===== config.mk =====
export PLATFORM = sky130hd
export DESIGN_NAME = line_follow_turn_sequencer_flat
export DESIGN_NICKNAME = d
export VERILOG_FILES = /design/src/rtl/lfts_pkg.sv /design/src/rtl/lfts_in_if.sv /design/src/rtl/lfts_out_if.sv /design/src/rtl/lfts_delta.sv /design/src/rtl/lfts_ctrl.sv /design/src/rtl/line_follow_turn_sequencer.sv /design/src/flat_wrapper.sv
export VERILOG_INCLUDE_DIRS = /design/src /design/src/rtl
export SDC_FILE = /design/constraint.sdc
export NUM_CORES = 1
export LEC_CHECK = 0
export ABC_AREA = 1
export CORE_ASPECT_RATIO = 1.5
export CORE_MARGIN = 2
export CORE_UTILIZATION = 59
export CTS_CLUSTER_DIAMETER = 120
export DETAILED_ROUTE_END_ITERATION = 8
export DONT_BUFFER_PORTS = 1
export GPL_TIMING_DRIVEN = 0
export PLACE_DENSITY = 0.78
export SYNTH_ARGS = -nofsm -noshare
export SYNTH_HDL_FRONTEND = slang
export SYNTH_SLANG_ARGS = --single-unit

===== constraint.sdc =====
create_clock -name clk -period 4.9 [get_ports clk]
set_clock_uncertainty 0.2 [all_clocks]
set_input_delay 0.98 -clock clk [delete_from_list [all_inputs] [get_ports clk]]
set_output_delay 0.98 -clock clk [all_outputs]
set_load 0.03 [all_outputs]

===== src/rtl/line_follow_turn_sequencer_macros.svh =====
// Assertion macros used by the file that checks its own logic.
`ifndef LINE_FOLLOW_TURN_SEQUENCER_MACROS_SVH
`define LINE_FOLLOW_TURN_SEQUENCER_MACROS_SVH

// The consequent must hold in the same cycle as the antecedent.
`define LFTS_ASSERT_SAME(label, clk, rst_n, ante, cons) \
  label: assert property (@(posedge clk) disable iff (!rst_n) (ante) |-> (cons)) \
    else $error("lfts assertion failed");

// The consequent must hold in the cycle after the antecedent.
`define LFTS_ASSERT_NEXT(label, clk, rst_n, ante, cons) \
  label: assert property (@(posedge clk) disable iff (!rst_n) (ante) |=> (cons)) \
    else $error("lfts assertion failed");

`endif


===== src/rtl/lfts_pkg.sv =====
package lfts_pkg;

  localparam int COUNT_WIDTH_DEF = 32;
  localparam int ENC_W = 32;
  localparam int CROSS_W = 16;
  localparam int PPR_W = 16;
  localparam int BASE_W = 7;
  localparam int SPEED_W = 8;
  localparam int CLASS_W = 4;
  localparam int CFG_DATA_W = 16;
  localparam int CFG_IDX_W = 1;

  localparam logic [BASE_W-1:0] BASE_SPEED_RESET = 7'd25;
  localparam logic [PPR_W-1:0] PPR_RESET = 16'd1000;
  localparam logic [BASE_W-1:0] SPEED_CAP = 7'd100;

  localparam logic [CFG_IDX_W-1:0] CFG_BASE_SPEED = 1'b0;
  localparam logic [CFG_IDX_W-1:0] CFG_PULSES_PER_REV = 1'b1;

  localparam logic [CLASS_W-1:0] CLASS_CENTRE = 4'd0;
  localparam logic [CLASS_W-1:0] CLASS_LEFT1 = 4'd1;
  localparam logic [CLASS_W-1:0] CLASS_LEFT2 = 4'd2;
  localparam logic [CLASS_W-1:0] CLASS_LEFT3 = 4'd3;
  localparam logic [CLASS_W-1:0] CLASS_RIGHT1 = 4'd4;
  localparam logic [CLASS_W-1:0] CLASS_RIGHT2 = 4'd5;
  localparam logic [CLASS_W-1:0] CLASS_RIGHT3 = 4'd6;
  localparam logic [CLASS_W-1:0] CLASS_CROSS = 4'd7;

  typedef enum logic [2:0] {
    FN_FOLLOW  = 3'd0,
    FN_RIGHT   = 3'd1,
    FN_LEFT    = 3'd2,
    FN_AROUND  = 3'd3,
    FN_ENABLE  = 3'd4,
    FN_DISABLE = 3'd5
  } func_t;

  typedef enum logic [2:0] {
    MODE_FOLLOW = 3'd0,
    MODE_RIGHT  = 3'd1,
    MODE_LEFT   = 3'd2,
    MODE_AROUND = 3'd3,
    MODE_OFF    = 3'd4
  } mode_t;

  typedef struct packed {
    func_t                    func;
    logic [CLASS_W-1:0]       line_code;
    logic [CROSS_W-1:0]       turn_cross;
    logic [3:0][ENC_W-1:0]    enc;
  } item_t;

  typedef struct packed {
    logic [3:0] quarter;
    logic       half_all;
    logic       full_all;
  } reach_t;

  typedef struct packed {
    logic [3:0]              drive_mask;
    logic [3:0][SPEED_W-1:0] speed;
    mode_t                   mode_now;
    logic [CROSS_W-1:0]      crosses_seen;
  } result_t;

  // Floor of x/3 for x up to 200, by the reciprocal 171/512.
  function automatic logic [BASE_W-1:0] div3(input logic [SPEED_W-1:0] x);
    logic [15:0] p;
    p = 16'(x) * 16'd171;
    return p[15:9];
  endfunction

endpackage


===== src/rtl/lfts_in_if.sv =====
interface lfts_in_if;
  import lfts_pkg::*;

  logic               valid;
  logic               ready;
  logic [2:0]         func;
  logic [CLASS_W-1:0] line_code;
  logic [CROSS_W-1:0] turn_cross;
  logic [ENC_W-1:0]   enc_a;
  logic [ENC_W-1:0]   enc_b;
  logic [ENC_W-1:0]   enc_c;
  logic [ENC_W-1:0]   enc_d;

  modport source (
    output valid, func, line_code, turn_cross, enc_a, enc_b, enc_c, enc_d,
    input  ready
  );

  modport sink (
    input  valid, func, line_code, turn_cross, enc_a, enc_b, enc_c, enc_d,
    output ready
  );
endinterface


===== src/rtl/lfts_out_if.sv =====
interface lfts_out_if;
  import lfts_pkg::*;

  logic                      valid;
  logic                      ready;
  logic [3:0]                drive_mask;
  logic signed [SPEED_W-1:0] speed_a;
  logic signed [SPEED_W-1:0] speed_b;
  logic signed [SPEED_W-1:0] speed_c;
  logic signed [SPEED_W-1:0] speed_d;
  logic [2:0]                mode_now;
  logic [CROSS_W-1:0]        crosses_seen;

  modport source (
    output valid, drive_mask, speed_a, speed_b, speed_c, speed_d, mode_now, crosses_seen,
    input  ready
  );

  modport sink (
    input  valid, drive_mask, speed_a, speed_b, speed_c, speed_d, mode_now, crosses_seen,
    output ready
  );
endinterface


===== src/rtl/lfts_delta.sv =====
module lfts_delta #(
  parameter int COUNT_WIDTH = lfts_pkg::COUNT_WIDTH_DEF
) (
  input  logic [3:0][COUNT_WIDTH-1:0] enc,
  input  logic [3:0][COUNT_WIDTH-1:0] snap,
  input  logic                        entry,
  input  logic [lfts_pkg::PPR_W-1:0]  pulses_per_rev,
  output lfts_pkg::reach_t            reach
);
  import lfts_pkg::*;

  logic [COUNT_WIDTH-1:0] quarter_thr;
  logic [COUNT_WIDTH-1:0] half_thr;
  logic [COUNT_WIDTH-1:0] full_thr;
  logic [3:0][COUNT_WIDTH-1:0] delta;
  logic [3:0] half_hit;
  logic [3:0] full_hit;

  assign quarter_thr = COUNT_WIDTH'(pulses_per_rev >> 2);
  assign half_thr    = COUNT_WIDTH'(pulses_per_rev >> 1);
  assign full_thr    = COUNT_WIDTH'(pulses_per_rev);

  // On a turn entry the snapshot is taken from this very item, so every delta is zero.
  always_comb begin
    for (int i = 0; i < 4; i++) begin
      delta[i]        = entry ? '0 : enc[i] - snap[i];
      reach.quarter[i] = delta[i] >= quarter_thr;
      half_hit[i]     = delta[i] >= half_thr;
      full_hit[i]     = delta[i] >= full_thr;
    end
    reach.half_all = &half_hit;
    reach.full_all = &full_hit;
  end
endmodule


===== src/rtl/lfts_ctrl.sv =====
module lfts_ctrl #(
  parameter int COUNT_WIDTH = lfts_pkg::COUNT_WIDTH_DEF
) (
  input  logic                         clk,
  input  logic                         rst_n,
  input  logic                         fire,
  input  lfts_pkg::item_t              item,
  input  logic [3:0][COUNT_WIDTH-1:0]  enc,
  input  logic [lfts_pkg::BASE_W-1:0]  base_speed,
  input  lfts_pkg::reach_t             reach,
  output logic                         entry,
  output logic [3:0][COUNT_WIDTH-1:0]  snap,
  output lfts_pkg::result_t            result
);
  import lfts_pkg::*;

  mode_t                       mode_r, mode_nxt;
  logic [CROSS_W-1:0]          cross_r, cross_nxt;
  logic [CROSS_W-1:0]          last_r, last_nxt;
  logic [CLASS_W-1:0]          prior_r, prior_nxt;
  logic [CLASS_W-1:0]          cur_r, cur_nxt;
  logic [3:0][COUNT_WIDTH-1:0] snap_r, snap_nxt;

  logic [BASE_W-1:0]  b;
  logic [SPEED_W-1:0] sb, sb2, sb1, sneg;
  logic               turn_cmd, own, centre, done;
  mode_t              turn_mode;
  logic [3:0]              drv;
  logic [3:0][SPEED_W-1:0] spd;

  assign b    = (base_speed > SPEED_CAP) ? SPEED_CAP : base_speed;
  assign sb   = SPEED_W'(b);
  assign sb2  = SPEED_W'(div3({b, 1'b0}));
  assign sb1  = SPEED_W'(div3(sb));
  assign sneg = SPEED_W'(0) - sb;

  assign turn_cmd  = item.func inside {FN_RIGHT, FN_LEFT, FN_AROUND};
  assign turn_mode = mode_t'(3'(item.func));
  assign centre    = item.line_code == CLASS_CENTRE;
  assign entry     = turn_cmd && item.turn_cross == cross_r && mode_r == MODE_FOLLOW
                     && last_r != item.turn_cross;
  assign own       = turn_cmd && (entry || mode_r == turn_mode);
  assign done      = (item.func == FN_AROUND) ? (reach.full_all && centre)
                                              : (&reach.quarter && reach.half_all && centre);
  assign snap      = snap_r;

  always_comb begin
    mode_nxt  = mode_r;
    cross_nxt = cross_r;
    last_nxt  = last_r;
    prior_nxt = prior_r;
    cur_nxt   = cur_r;
    snap_nxt  = snap_r;
    case (item.func)
      FN_FOLLOW: begin
        if (mode_r == MODE_FOLLOW) begin
          prior_nxt = cur_r;
          cur_nxt   = item.line_code;
          if (item.line_code == CLASS_CROSS && cur_r != CLASS_CROSS) begin
            cross_nxt = cross_r + 1'b1;
          end
        end
      end
      FN_RIGHT, FN_LEFT, FN_AROUND: begin
        if (entry) begin
          last_nxt = item.turn_cross;
          snap_nxt = enc;
          mode_nxt = turn_mode;
        end
        if (own && done) begin
          mode_nxt = MODE_FOLLOW;
        end
      end
      FN_ENABLE:  mode_nxt = MODE_FOLLOW;
      FN_DISABLE: mode_nxt = MODE_OFF;
      default: ;
    endcase
  end

  always_comb begin
    drv = '0;
    spd = '0;
    case (item.func)
      FN_FOLLOW: begin
        if (mode_r == MODE_FOLLOW) begin
          case (item.line_code)
            CLASS_CENTRE: begin drv = 4'hF; spd = {sb, sb, sb, sb}; end
            CLASS_LEFT1:  begin drv = 4'hF; spd = {sb, sb, sb2, sb2}; end
            CLASS_LEFT2:  begin drv = 4'hF; spd = {sb, sb, sb1, sb1}; end
            CLASS_LEFT3:  begin drv = 4'hF; spd = {sb, sb, 8'd0, 8'd0}; end
            CLASS_RIGHT1: begin drv = 4'hF; spd = {sb2, sb2, sb, sb}; end
            CLASS_RIGHT2: begin drv = 4'hF; spd = {sb1, sb1, sb, sb}; end
            CLASS_RIGHT3: begin drv = 4'hF; spd = {8'd0, 8'd0, sb, sb}; end
            default: ;
          endcase
        end
      end
      FN_RIGHT, FN_LEFT, FN_AROUND: begin
        if (entry) begin
          drv = 4'hF;
          spd = (item.func == FN_AROUND) ? {sneg, sneg, sb, sb} : {sb, sb, sb, sb};
        end
        if (own && item.func != FN_AROUND) begin
          if (&reach.quarter) begin
            drv = 4'hF;
            spd = (item.func == FN_RIGHT) ? {sneg, sneg, sb, sb} : {sb, sb, sneg, sneg};
          end else begin
            for (int i = 0; i < 4; i++) begin
              if (reach.quarter[i]) begin
                drv[i] = 1'b1;
                spd[i] = '0;
              end
            end
          end
        end
      end
      default: ;
    endcase
    result.drive_mask   = drv;
    result.speed        = spd;
    result.mode_now     = mode_nxt;
    result.crosses_seen = cross_nxt;
  end

  always_ff @(posedge clk) begin
    if (!rst_n) begin
      mode_r  <= MODE_FOLLOW;
      cross_r <= '0;
      last_r  <= '0;
      prior_r <= CLASS_CROSS;
      cur_r   <= CLASS_CROSS;
      snap_r  <= '0;
    end else if (fire) begin
      mode_r  <= mode_nxt;
      cross_r <= cross_nxt;
      last_r  <= last_nxt;
      prior_r <= prior_nxt;
      cur_r   <= cur_nxt;
      snap_r  <= snap_nxt;
    end
  end
endmodule


===== src/rtl/line_follow_turn_sequencer.sv =====
// Mode sequencer for a four-wheel line follower. Every transfer on the input
// channel carries one command with the line-sensor class and four encoder counts,
// and yields exactly one result transfer with the motor speeds, the mode and the
// cross count. The block takes one item per clock cycle while the sink keeps
// ready high: an item is held in the input register, the mode logic and four
// encoder subtract-compare paths settle from it, and the result lands in the
// output register. Configuration must be written only while no item is in
// flight; the block itself does not enforce this.
`include "line_follow_turn_sequencer_macros.svh"

module line_follow_turn_sequencer #(
  parameter int COUNT_WIDTH = lfts_pkg::COUNT_WIDTH_DEF
) (
  input  logic                            clk,
  input  logic                            rst_n,
  lfts_in_if.sink                         in_ch,
  lfts_out_if.source                      out_ch,
  input  logic                            cfg_we,
  input  logic [lfts_pkg::CFG_IDX_W-1:0]  cfg_index,
  input  logic [lfts_pkg::CFG_DATA_W-1:0] cfg_wdata
);
  import lfts_pkg::*;

  logic              in_v_r, out_v_r, advance;
  item_t             item_r;
  result_t           res_r, res_nxt;
  logic [BASE_W-1:0] base_r;
  logic [PPR_W-1:0]  ppr_r;
  logic              entry;
  reach_t            reach;
  logic [3:0][COUNT_WIDTH-1:0] enc;
  logic [3:0][COUNT_WIDTH-1:0] snap;

  assign advance     = in_v_r && (!out_v_r || out_ch.ready);
  assign in_ch.ready = !in_v_r || advance;

  always_comb begin
    for (int i = 0; i < 4; i++) begin
      enc[i] = item_r.enc[i][COUNT_WIDTH-1:0];
    end
  end

  always_ff @(posedge clk) begin
    if (!rst_n) begin
      in_v_r <= 1'b0;
    end else if (in_ch.ready) begin
      in_v_r <= in_ch.valid;
    end
  end

  always_ff @(posedge clk) begin
    if (in_ch.valid && in_ch.ready) begin
      item_r.func       <= func_t'(in_ch.func);
      item_r.line_code  <= in_ch.line_code;
      item_r.turn_cross <= in_ch.turn_cross;
      item_r.enc        <= {in_ch.enc_d, in_ch.enc_c, in_ch.enc_b, in_ch.enc_a};
    end
  end

  always_ff @(posedge clk) begin
    if (!rst_n) begin
      base_r <= BASE_SPEED_RESET;
      ppr_r  <= PPR_RESET;
    end else if (cfg_we) begin
      case (cfg_index)
        CFG_BASE_SPEED:     base_r <= cfg_wdata[BASE_W-1:0];
        CFG_PULSES_PER_REV: ppr_r  <= cfg_wdata[PPR_W-1:0];
        default: ;
      endcase
    end
  end

  lfts_delta #(.COUNT_WIDTH(COUNT_WIDTH)) u_delta (
    .enc            (enc),
    .snap           (snap),
    .entry          (entry),
    .pulses_per_rev (ppr_r),
    .reach          (reach)
  );

  lfts_ctrl #(.COUNT_WIDTH(COUNT_WIDTH)) u_ctrl (
    .clk        (clk),
    .rst_n      (rst_n),
    .fire       (advance),
    .item       (item_r),
    .enc        (enc),
    .base_speed (base_r),
    .reach      (reach),
    .entry      (entry),
    .snap       (snap),
    .result     (res_nxt)
  );

  always_ff @(posedge clk) begin
    if (!rst_n) begin
      out_v_r <= 1'b0;
    end else if (advance) begin
      out_v_r <= 1'b1;
    end else if (out_ch.ready) begin
      out_v_r <= 1'b0;
    end
  end

  always_ff @(posedge clk) begin
    if (advance) begin
      res_r <= res_nxt;
    end
  end

  assign out_ch.valid        = out_v_r;
  assign out_ch.drive_mask   = res_r.drive_mask;
  assign out_ch.speed_a      = res_r.speed[0];
  assign out_ch.speed_b      = res_r.speed[1];
  assign out_ch.speed_c      = res_r.speed[2];
  assign out_ch.speed_d      = res_r.speed[3];
  assign out_ch.mode_now     = res_r.mode_now;
  assign out_ch.crosses_seen = res_r.crosses_seen;

  `LFTS_ASSERT_SAME(a_off_drives_none, clk, rst_n,
    out_v_r && res_r.mode_now == MODE_OFF, res_r.drive_mask == 4'h0)
  `LFTS_ASSERT_SAME(a_undriven_speed_zero, clk, rst_n,
    out_v_r,
    (res_r.drive_mask[0] || res_r.speed[0] == '0) && (res_r.drive_mask[1] || res_r.speed[1] == '0)
    && (res_r.drive_mask[2] || res_r.speed[2] == '0)
    && (res_r.drive_mask[3] || res_r.speed[3] == '0))
  `LFTS_ASSERT_NEXT(a_cross_step, clk, rst_n,
    advance,
    res_r.crosses_seen == $past(res_nxt.crosses_seen)
    && (res_r.crosses_seen == $past(u_ctrl.cross_r)
        || res_r.crosses_seen == CROSS_W'($past(u_ctrl.cross_r) + 1'b1)))
endmodule

===== src/flat_wrapper.sv =====
// flat-port wrapper written by rule: the top's interface ports become plain ports
module line_follow_turn_sequencer_flat import lfts_pkg::*;
#(
  parameter int COUNT_WIDTH = lfts_pkg::COUNT_WIDTH_DEF
)
  (clk, rst_n, cfg_we, cfg_index, cfg_wdata, in_ch_valid, in_ch_func, in_ch_line_code, in_ch_turn_cross, in_ch_enc_a, in_ch_enc_b, in_ch_enc_c, in_ch_enc_d, in_ch_ready, out_ch_valid, out_ch_drive_mask, out_ch_speed_a, out_ch_speed_b, out_ch_speed_c, out_ch_speed_d, out_ch_mode_now, out_ch_crosses_seen, out_ch_ready);
  lfts_in_if in_ch_i ();
  lfts_out_if out_ch_i ();
  input  logic clk;
  input  logic rst_n;
  input  logic cfg_we;
  input  logic [lfts_pkg::CFG_IDX_W-1:0] cfg_index;
  input  logic [lfts_pkg::CFG_DATA_W-1:0] cfg_wdata;
  input wire logic [$bits(in_ch_i.valid)-1:0] in_ch_valid;
  input wire logic [$bits(in_ch_i.func)-1:0] in_ch_func;
  input wire logic [$bits(in_ch_i.line_code)-1:0] in_ch_line_code;
  input wire logic [$bits(in_ch_i.turn_cross)-1:0] in_ch_turn_cross;
  input wire logic [$bits(in_ch_i.enc_a)-1:0] in_ch_enc_a;
  input wire logic [$bits(in_ch_i.enc_b)-1:0] in_ch_enc_b;
  input wire logic [$bits(in_ch_i.enc_c)-1:0] in_ch_enc_c;
  input wire logic [$bits(in_ch_i.enc_d)-1:0] in_ch_enc_d;
  output wire logic [$bits(in_ch_i.ready)-1:0] in_ch_ready;
  output wire logic [$bits(out_ch_i.valid)-1:0] out_ch_valid;
  output wire logic [$bits(out_ch_i.drive_mask)-1:0] out_ch_drive_mask;
  output wire logic [$bits(out_ch_i.speed_a)-1:0] out_ch_speed_a;
  output wire logic [$bits(out_ch_i.speed_b)-1:0] out_ch_speed_b;
  output wire logic [$bits(out_ch_i.speed_c)-1:0] out_ch_speed_c;
  output wire logic [$bits(out_ch_i.speed_d)-1:0] out_ch_speed_d;
  output wire logic [$bits(out_ch_i.mode_now)-1:0] out_ch_mode_now;
  output wire logic [$bits(out_ch_i.crosses_seen)-1:0] out_ch_crosses_seen;
  input wire logic [$bits(out_ch_i.ready)-1:0] out_ch_ready;
  assign in_ch_i.valid = in_ch_valid;
  assign in_ch_i.func = in_ch_func;
  assign in_ch_i.line_code = in_ch_line_code;
  assign in_ch_i.turn_cross = in_ch_turn_cross;
  assign in_ch_i.enc_a = in_ch_enc_a;
  assign in_ch_i.enc_b = in_ch_enc_b;
  assign in_ch_i.enc_c = in_ch_enc_c;
  assign in_ch_i.enc_d = in_ch_enc_d;
  assign in_ch_ready = in_ch_i.ready;
  assign out_ch_valid = out_ch_i.valid;
  assign out_ch_drive_mask = out_ch_i.drive_mask;
  assign out_ch_speed_a = out_ch_i.speed_a;
  assign out_ch_speed_b = out_ch_i.speed_b;
  assign out_ch_speed_c = out_ch_i.speed_c;
  assign out_ch_speed_d = out_ch_i.speed_d;
  assign out_ch_mode_now = out_ch_i.mode_now;
  assign out_ch_crosses_seen = out_ch_i.crosses_seen;
  assign out_ch_i.ready = out_ch_ready;
  line_follow_turn_sequencer #(.COUNT_WIDTH(COUNT_WIDTH)) u_core (.clk(clk), .rst_n(rst_n), .in_ch(in_ch_i), .out_ch(out_ch_i), .cfg_we(cfg_we), .cfg_index(cfg_index), .cfg_wdata(cfg_wdata));
endmodule

==> reports/qor.yml <==
run_status: "finished with violations"
violations: "setup timing"
ir_drop_mv: 0.359
required_ps: 5020
fmax_mhz: 195
cpMostUsedCell: "nand2_2"
layout_common_cells: "1,298 x nand2_1, 793 x inv_1, 342 x ha_1"
crit_type: "flop to flop"
cpPeakStageDelay_ps: 540
finalCritPeriodShare: 1.05
p_switching_mw: 2.97
netlist_instances: 4467
powerDensity_nw_per_um2: 277
slew_violations: 0
fill_cells: 4740
core_um2: 51700
worst_skew_pair.late_latency_ps: 590
min_period_ps: 5140
comb_power_share: 0.244
drc: 0
critical_path_arrival_ps: 5260
io_buffers: 0
hp-class: "flop to flop"
stdcell_area_um2: 33800
grt_pass1_wl_mm: 136
synth_seq_area_share: 0.324
p_seq_frac: 0.402
placed_cells: 5147
clkSlewWorstSetupHoldPaths_ps: 60
clk_path_buf_depth: 3
initial_core_util: 0.596
cts_tree: "done"
ant_nets: 0
numCtsBuffers: 41
final-instance-count-excl-fill: 5252
vias: 28600
wirelength_mm: 86.7
ys_warn_count: 0
h-tree-depth: 2
die_area_um2: 54100
worstPathMaxFanout: 4
drive_above_1_share: 0.0525
cp-end-kind: "flop"
ioPinCount: 230
die_w_um: 191
multi_input_area_um2: 17700
wire_per_inst_um: 16.5
setup_violations: 24
place_congestion: 0.946
rows: 102
viasPerCell: 5.45
mostFrequentLayoutCell: "nand2_1"
cp-start-kind: "flop"
synth_cell_type_count: 53
first_global_vias: 27400
hold_violations: 0
rsz0062_at_grt: "true"
synth_edf_count: 205
fin_ws_ps: -240
syn_nets: 4999
clock-sinks: 397
seq_area_um2: 10000
pwr-share-clk: 0.353
antenna_found_initial: 0
place_hpwl_mm: 69.4
maxSlewHeadroom: 0.171
grt_max_degree: 46
firstDrtPassIters: 6
cts_root_buffer: "clkbuf_16"
avgSynthCellArea_um2: 6.90
maxCapViolCount: 0
die_h_um: 284
swShare: 0.317
internal-power_mw: 6.40
drtIter0Drc: 1848
grt_overflow: 0
area_delta_synth_final_pct: 9.61
ys.flop_type: "edfxtp_1"
tightestPinTransition_ps: 1240
ys_ff_latch: 397
fin_nets: 5072
syn-cell-area_um2: 30800
p_leak_nw: 16.6
crit_path_top_delay_cell: "fa_1"
placed_area_um2: 31800
async_flop_share: 0
track_usage: 0.317
## cell families after synthesis
kind of cell / count (synthesis) / synth area share
flip-flops: 397 / 0.324
XOR/XNOR: 91 / 0.0259
buffers and inverters: 903 / 0.111
AO/OA/AOI/OAI: 709 / 0.122
AND/OR/NAND/NOR: 2008 / 0.267
adder cells (fa/ha/maj): 359 / 0.149
## synthesized netlist by cell type (27+ instances only)
master | instances | share of area
dfxtp_1 | 192 | 0.12
nor2_1 | 332 | 0.040
xor2_1 | 27 | 0.0077
a21oi_1 | 339 | 0.055
inv_1 | 802 | 0.098
o21ai_0 | 255 | 0.041
nand2_1 | 1312 | 0.16
clkbuf_1 | 71 | 0.0086
o211ai_1 | 28 | 0.0068
edfxtp_1 | 205 | 0.20
nand4_1 | 54 | 0.011
o21ai_1 | 33 | 0.0054
nor3_1 | 57 | 0.0093
xnor2_1 | 64 | 0.018
nand3_1 | 180 | 0.029
ha_1 | 346 | 0.14
## worst paths after layout
kind	start	end	slack [ps]	cells past startpoint
min reg2reg	u_core.u_ctrl.snap[122]$_SDFFE_PN0P_	u_core.u_ctrl.snap[122]$_SDFFE_PN0P_	260	2
min	u_core.u_ctrl.snap[122]$_SDFFE_PN0P_	u_core.u_ctrl.snap[122]$_SDFFE_PN0P_	260	2
max	u_core.base_r[0]$_SDFFE_PN1P_	u_core.out_ch.speed_c[3]$_DFFE_PP_	-240	27
max reg2reg	u_core.base_r[0]$_SDFFE_PN1P_	u_core.out_ch.speed_c[3]$_DFFE_PP_	-240	27
## flip-flops by register name (all words and copies together) (netlist names)
| name | cells |
|---|---|
| u_core.out_ch.speed_b | 8 |
| u_core.out_ch.valid | 1 |
| u_core.ppr_r | 16 |
| u_core.u_ctrl.cur_r | 4 |
| u_core.base_r | 7 |
| u_core.item_r | 23 |
| u_core.out_ch.crosses_seen | 16 |
| u_core.enc | 128 |
| u_core.out_ch.speed_d | 8 |
| u_core.in_v_r | 1 |
| u_core.u_ctrl.cross_r | 16 |
| u_core.u_ctrl.snap | 128 |
| u_core.out_ch.drive_mask | 4 |
| u_core.out_ch.speed_c | 8 |
| u_core.out_ch.speed_a | 7 |
| u_core.u_ctrl.last_r | 16 |
| u_core.out_ch.mode_now | 3 |
| u_core.u_ctrl.mode_r | 3 |
## power groups by stage
stage | Sequential (mW) | Clock, mW | Combinational, mW
final | 3.77 | 3.31 | 2.29
after CTS | 3.77 | 3.36 | 2.21
after detailed placement | 3.84 | 0 | 2.10
after floorplan | 3.80 | 0 | 1.61
after global placement | 3.85 | 0 | 2.04
after global routing | 3.78 | 3.47 | 2.61
## stage by stage
step           hold WS [ps]  setup WS, ps  utilization  TNS [ps]  total power [mW]
2_1_floorplan           234          30.3            -         0              5.41
3_3_place_gp            244         -1170        0.613   -130260              5.89
3_5_place_dp            252         -1190        0.615    -40830              5.94
4_1_cts                 258          -150        0.648     -1640              9.35
5_1_grt                 265          -427        0.653     -8590              9.86
6_report                257          -240        0.654     -3360              9.37
## worst max-delay path: cells and delay by family, from the launching register on
| kind | cells | cell delay, ps |
|---|---|---|
| fa+ha+maj | 5 | 1880 |
| compound gates | 7 | 810 |
| flops | 1 | 350 |
| buf+inv | 4 | 360 |
| simple gates | 11 | 1270 |
## timing repair
item,CTS,global route
pin swaps,35,26
resized for setup,69,43
setup endpoints to repair,39,35
setup buffers,12,15
endpoints found under the hold margin,0,0
hold buffers,0,0
## metal layers
metal / part of all wire / vias up / GRT usage
li1: - / 14500 / -
met1: 0.37 / 12800 / 0.340
met2: 0.50 / 959 / 0.575
met3: 0.053 / 311 / 0.0409
met4: 0.071 / 0 / 0.207
met5: 0 / - / 0
## layout make-up
class | count | area share
clock buffers | 54 | 0.0349
plain buffers | 82 | 0.0111
diodes | 3 | 0.000222
repair buffers | 31 | 0.00848
multi-input cells | 3167 | 0.525
inverters | 820 | 0.0915
well taps | 676 | 0.0250
clock inverters | 22 | 0.00719
flip-flops and latches | 397 | 0.296
No activity file was read; power rests on OpenSTA's default activity.
